File: src/rtl/bir_div.sv
// ----------------------------------------------------------------------------
// bir_div
// Restoring unsigned divider, one quotient bit per cycle. A start loads the
// operands and restarts a division in progress; done pulses with the
// quotient valid.
// ----------------------------------------------------------------------------
`default_nettype none

module bir_div #(
    parameter int DVW = 24,
    parameter int DSW = 10
) (
    input  wire logic           i_clk,
    input  wire logic           i_rst_n,
    input  wire logic           i_start,
    input  wire logic [DVW-1:0] i_dividend,
    input  wire logic [DSW-1:0] i_divisor,
    output logic                o_done,
    output logic      [DVW-1:0] o_quotient
);

    localparam int CNTW = $clog2(DVW + 1);

    logic [CNTW-1:0] r_cnt;
    logic            r_done;
    logic [DVW-1:0]  r_quo;
    logic [DSW-1:0]  r_rem;
    logic [DSW-1:0]  r_dsr;

    logic [DSW:0]    rem_sh;
    logic [DSW:0]    rem_sub;
    logic            qbit;

    always_comb begin
        rem_sh  = {r_rem, r_quo[DVW-1]};
        rem_sub = rem_sh - {1'b0, r_dsr};
        qbit    = (rem_sh >= {1'b0, r_dsr});
    end

    always_ff @(posedge i_clk) begin
        if (!i_rst_n) begin
            r_cnt  <= '0;
            r_done <= 1'b0;
        end else if (i_start) begin
            r_cnt  <= CNTW'(DVW);
            r_done <= 1'b0;
        end else begin
            r_done <= (r_cnt == CNTW'(1));
            if (r_cnt != '0) begin
                r_cnt <= r_cnt - 1'b1;
            end
        end
    end

    always_ff @(posedge i_clk) begin
        if (i_start) begin
            r_quo <= i_dividend;
            r_rem <= '0;
            r_dsr <= i_divisor;
        end else if (r_cnt != '0) begin
            r_quo <= {r_quo[DVW-2:0], qbit};
            r_rem <= qbit ? rem_sub[DSW-1:0] : rem_sh[DSW-1:0];
        end
    end

    assign o_done     = r_done;
    assign o_quotient = r_quo;

    a_done_at_end: assert property (@(posedge i_clk) disable iff (!i_rst_n)
        o_done |-> (r_cnt == '0))
        else $error("divider done while bits remain");

    a_start_load: assert property (@(posedge i_clk) disable iff (!i_rst_n)
        i_start |=> (r_cnt == CNTW'(DVW)) && !o_done)
        else $error("divider start did not load the bit count");

    a_count_down: assert property (@(posedge i_clk) disable iff (!i_rst_n)
        (r_cnt != '0 && !i_start) |=> (r_cnt == $past(r_cnt) - 1'b1))
        else $error("divider bit count skipped");

endmodule

`default_nettype wire

File: config.mk
export PLATFORM = sky130hd
export DESIGN_NAME = bir_div
export DESIGN_NICKNAME = d
export VERILOG_FILES = /design/src/rtl/bir_div.sv
export SDC_FILE = /design/constraint.sdc
export NUM_CORES = 1
export LEC_CHECK = 0
export ABC_CLOCK_PERIOD_IN_PS = 4200
export BUFFER_PORTS_ARGS = -buffer_cell sky130_fd_sc_hd__buf_2
export CAP_MARGIN = 5
export CORE_ASPECT_RATIO = 1.4
export CORE_MARGIN = 1
export CORE_UTILIZATION = 50
export DETAILED_ROUTE_END_ITERATION = 8
export MAX_ROUTING_LAYER = met4
export PLACE_DENSITY = 0.71
export SETUP_SLACK_MARGIN = 0.15
export SLEW_MARGIN = 20
export SYNTH_ARGS = -nofsm -noshare
export SYNTH_HDL_FRONTEND = slang
export SYNTH_SLANG_ARGS = --single-unit
File: constraint.sdc
create_clock -name i_clk -period 4.2 [get_ports i_clk]
set_input_delay 0.42 -clock i_clk [delete_from_list [all_inputs] [get_ports i_clk]]
set_output_delay 0.42 -clock i_clk [all_outputs]
set_load 0.02 [all_outputs]
==> summary.txt <==
status -> finished clean
startpoint types -> flop
synthesized area per cell -> 11.8 sq um
Sequential Area -> 1340 sq um
CTS tree -> done
Max Freq -> 374 MHz
largest net degree at the start of global routing -> 30
sequential cell area fraction in the yosys report -> 51.2%
Leak Pwr -> 1.32 nW
Distinct cells, synth -> 48
diode count -> 0
# setup viols final -> 0
Yosys top cell by area -> edfxtp_1
# clock sinks -> 50
CTS Buf Count -> 5
Post-Syn Nets -> 272
worst path cell trace -> inv_1 > ha_1 > and2b_2 > o31ai_4 > a31oi_2 > o21ai_2 > mux2_2 > a211oi_1
first-pass GRT wire length -> 8270 um
Syn Std Cell Area -> 2620 sq um
worst hold path type -> in -> reg
Vias/cell -> 5.29
root buf cell -> clkbuf_8
1st-pass router iterations -> 4
WP data required -> 4.43 ns
DRC Markers -> 0
Routability Congestion -> 0.797
flops & latches, synth -> 50
setup TNS -> 0 ns
slowest CP cell -> o21ai_2
clock-pin slew on the worst setup and hold paths -> 0.09 ns
Final Hold Fails -> 0
Post-synth EDFFs -> 34
Worst VDD drop -> 245 uV
Tot GR Track Use -> 19.9%
Post-CTS Hold Fix Bufs -> 0
Crit Path Max Fanout -> 16
CP max stage delay -> 0.66 ns
fill cell count -> 433
area of the core -> 4950 sq um
Die Span Y -> 87.7 um
Top FF cell, synth -> edfxtp_1
CTS max path bufs -> 2
Die W -> 63.2 um
routed vias -> 1841
Critical Path Sink Type -> flop
Post-synth ARST share -> 0%
Initial Util -> 52.9%
HPWL Detailed -> 3580 um
die area -> 5540 sq um
Mapped Cells -> 222
Max Slew Vio Count -> 0
initial antenna violation count -> 0
WP data arrival -> 2.90 ns
Final min period -> 2.68 ns
Layout Nets -> 333
commonest cells after routing, fill and taps aside -> buf_2, edfxtp_1, mux2_2
Final WS setup -> 1.52 ns
Clock Skew -> 0.00957 ns
Setup CP Type -> reg -> reg
Antenna Violating Nets Remaining -> 0
proportion of layout cells with a drive suffix above 1 -> 35.6%
fin crit share -> 63.7%
Port Buf Inserts -> 61
Gates resized, CTS repair -> 0
CTS HTree Levels -> 2
setup repair after global routing missed its margin -> false
Synth top area share -> 39.0%
power density over the cells -> 532 nW/um^2
number of global-route vias before repair -> 1879
final WL -> 4900 um
row count -> 30
Wirelength per Cell -> 14.1 um
top post-synthesis cells by area -> edfxtp_1, dfxtp_1, mux2_2
area of the multi-input gates -> 1170 sq um
Max Cap Viol -> 0
setup bufs post-CTS -> 0
Synth Warn # -> 0
Top Ports -> 62
worst-skew pair later-pin latency -> 0.30 ns
grt total ovfl -> 0
commonest non-fill, non-tap cell in the layout -> buf_2
slew margin rel. -> 46.8%
worst slack, placed -> 1.53 ns
area added between synthesis and finish -> 16.9%
worst slew pin tran -> 0.797 ns
initial drt markers -> 84
==> final timing paths <==
kind                start        to  slack [ns]  cells past startpoint
max              r_dsr[1]  r_rem[0]        1.52                      8
min          i_divisor[0]  r_dsr[0]        0.28                      1
max reg2reg      r_dsr[1]  r_rem[0]        1.52                      8
min reg2reg      r_rem[6]  r_rem[7]        0.51                      2
==> power breakdown <==
part	internal (mW)	total, mW	switching, mW
Sequential	0.630	0.687	0.0572
Clock	0.175	0.333	0.158
Combinational	0.260	0.607	0.347
Total	1.07	1.63	0.562
==> stage by stage <==
stage          hold slack (ns)  instances  area, sq um  utilization (%)  total power [mW]
2_1_floorplan            0.470        222         2620                -              1.16
3_3_place_gp             0.490        340         2950             59.6              1.29
3_5_place_dp             0.499        340         2950             59.6              1.31
4_1_cts                  0.275        348         3060             61.8              1.64
5_1_grt                  0.276        348         3060             61.8              1.74
6_report                 0.284        348         3060             61.8              1.63
==> final cells by class <==
class / count / share of cell area [%]
clock inverter: 3 / 1.31
timing repair buffer: 62 / 10.2
multi-input combinational: 150 / 38.1
sequential: 50 / 43.8
tap: 64 / 2.62
inverter: 14 / 1.72
clock buffer: 5 / 2.25
==> cell usage after synthesis (2+ instances only) <==
master and n:
nor2_1 20, and4_1 2, ha_1 12, a21oi_1 4, inv_1 14, xnor2_1 4, a21o_1 3, nor3_1 10
mux2_2 24, o21a_1 4, edfxtp_1 34, mux2i_1 6, a211oi_1 7, clkbuf_8 2, nand2b_1 3, nand2_1 13
a211o_1 2, o21ai_0 6, a311oi_1 5, clkbuf_1 2, dfxtp_1 16, nor2b_1 3
==> kinds of logic after synthesis <==
kind of cell / count (synthesis) / synth area share, %
and+or+nand+nor: 60 / 11.3
AOI/OAI and AO/OA: 42 / 12.4
DFF: 50 / 51.2
muxes: 30 / 12.6
xor gates and xnor gates: 5 / 1.67
adders and majority gates: 13 / 6.49
buffers and inverters: 22 / 4.30
==> routing by layer <==
| metal | wire (um) | part of all wire [%] | global-route usage [%] | up-vias |
|---|---|---|---|---|
| met5 | 0 | 0 | - | - |
| met1 | 2080 | 43 | 21.4 | 849 |
| li1 | - | - | - | 946 |
| met2 | 2580 | 53 | 37.0 | 40 |
| met3 | 163 | 3.3 | 3.26 | 6 |
| met4 | 72 | 1.5 | 6.82 | 0 |
==> critical path, delay by kind of cell (launching register included) <==
kind | cells | cell delay [ns]
buffers and inverters | 1 | 0.10
AND/OR/NAND/NOR | 1 | 0.23
adder cells (fa/ha/maj) | 1 | 0.24
flip-flops | 1 | 0.36
multiplexers | 1 | 0.41
AO/OA/AOI/OAI | 4 | 1.25
==> state kept, by name, summed over array words and instances, names as in the netlist <==
register / flops
o_done: 1
o_quotient: 24
r_cnt: 5
r_dsr: 10
r_rem: 10
(Power assumes the default switching activity.)
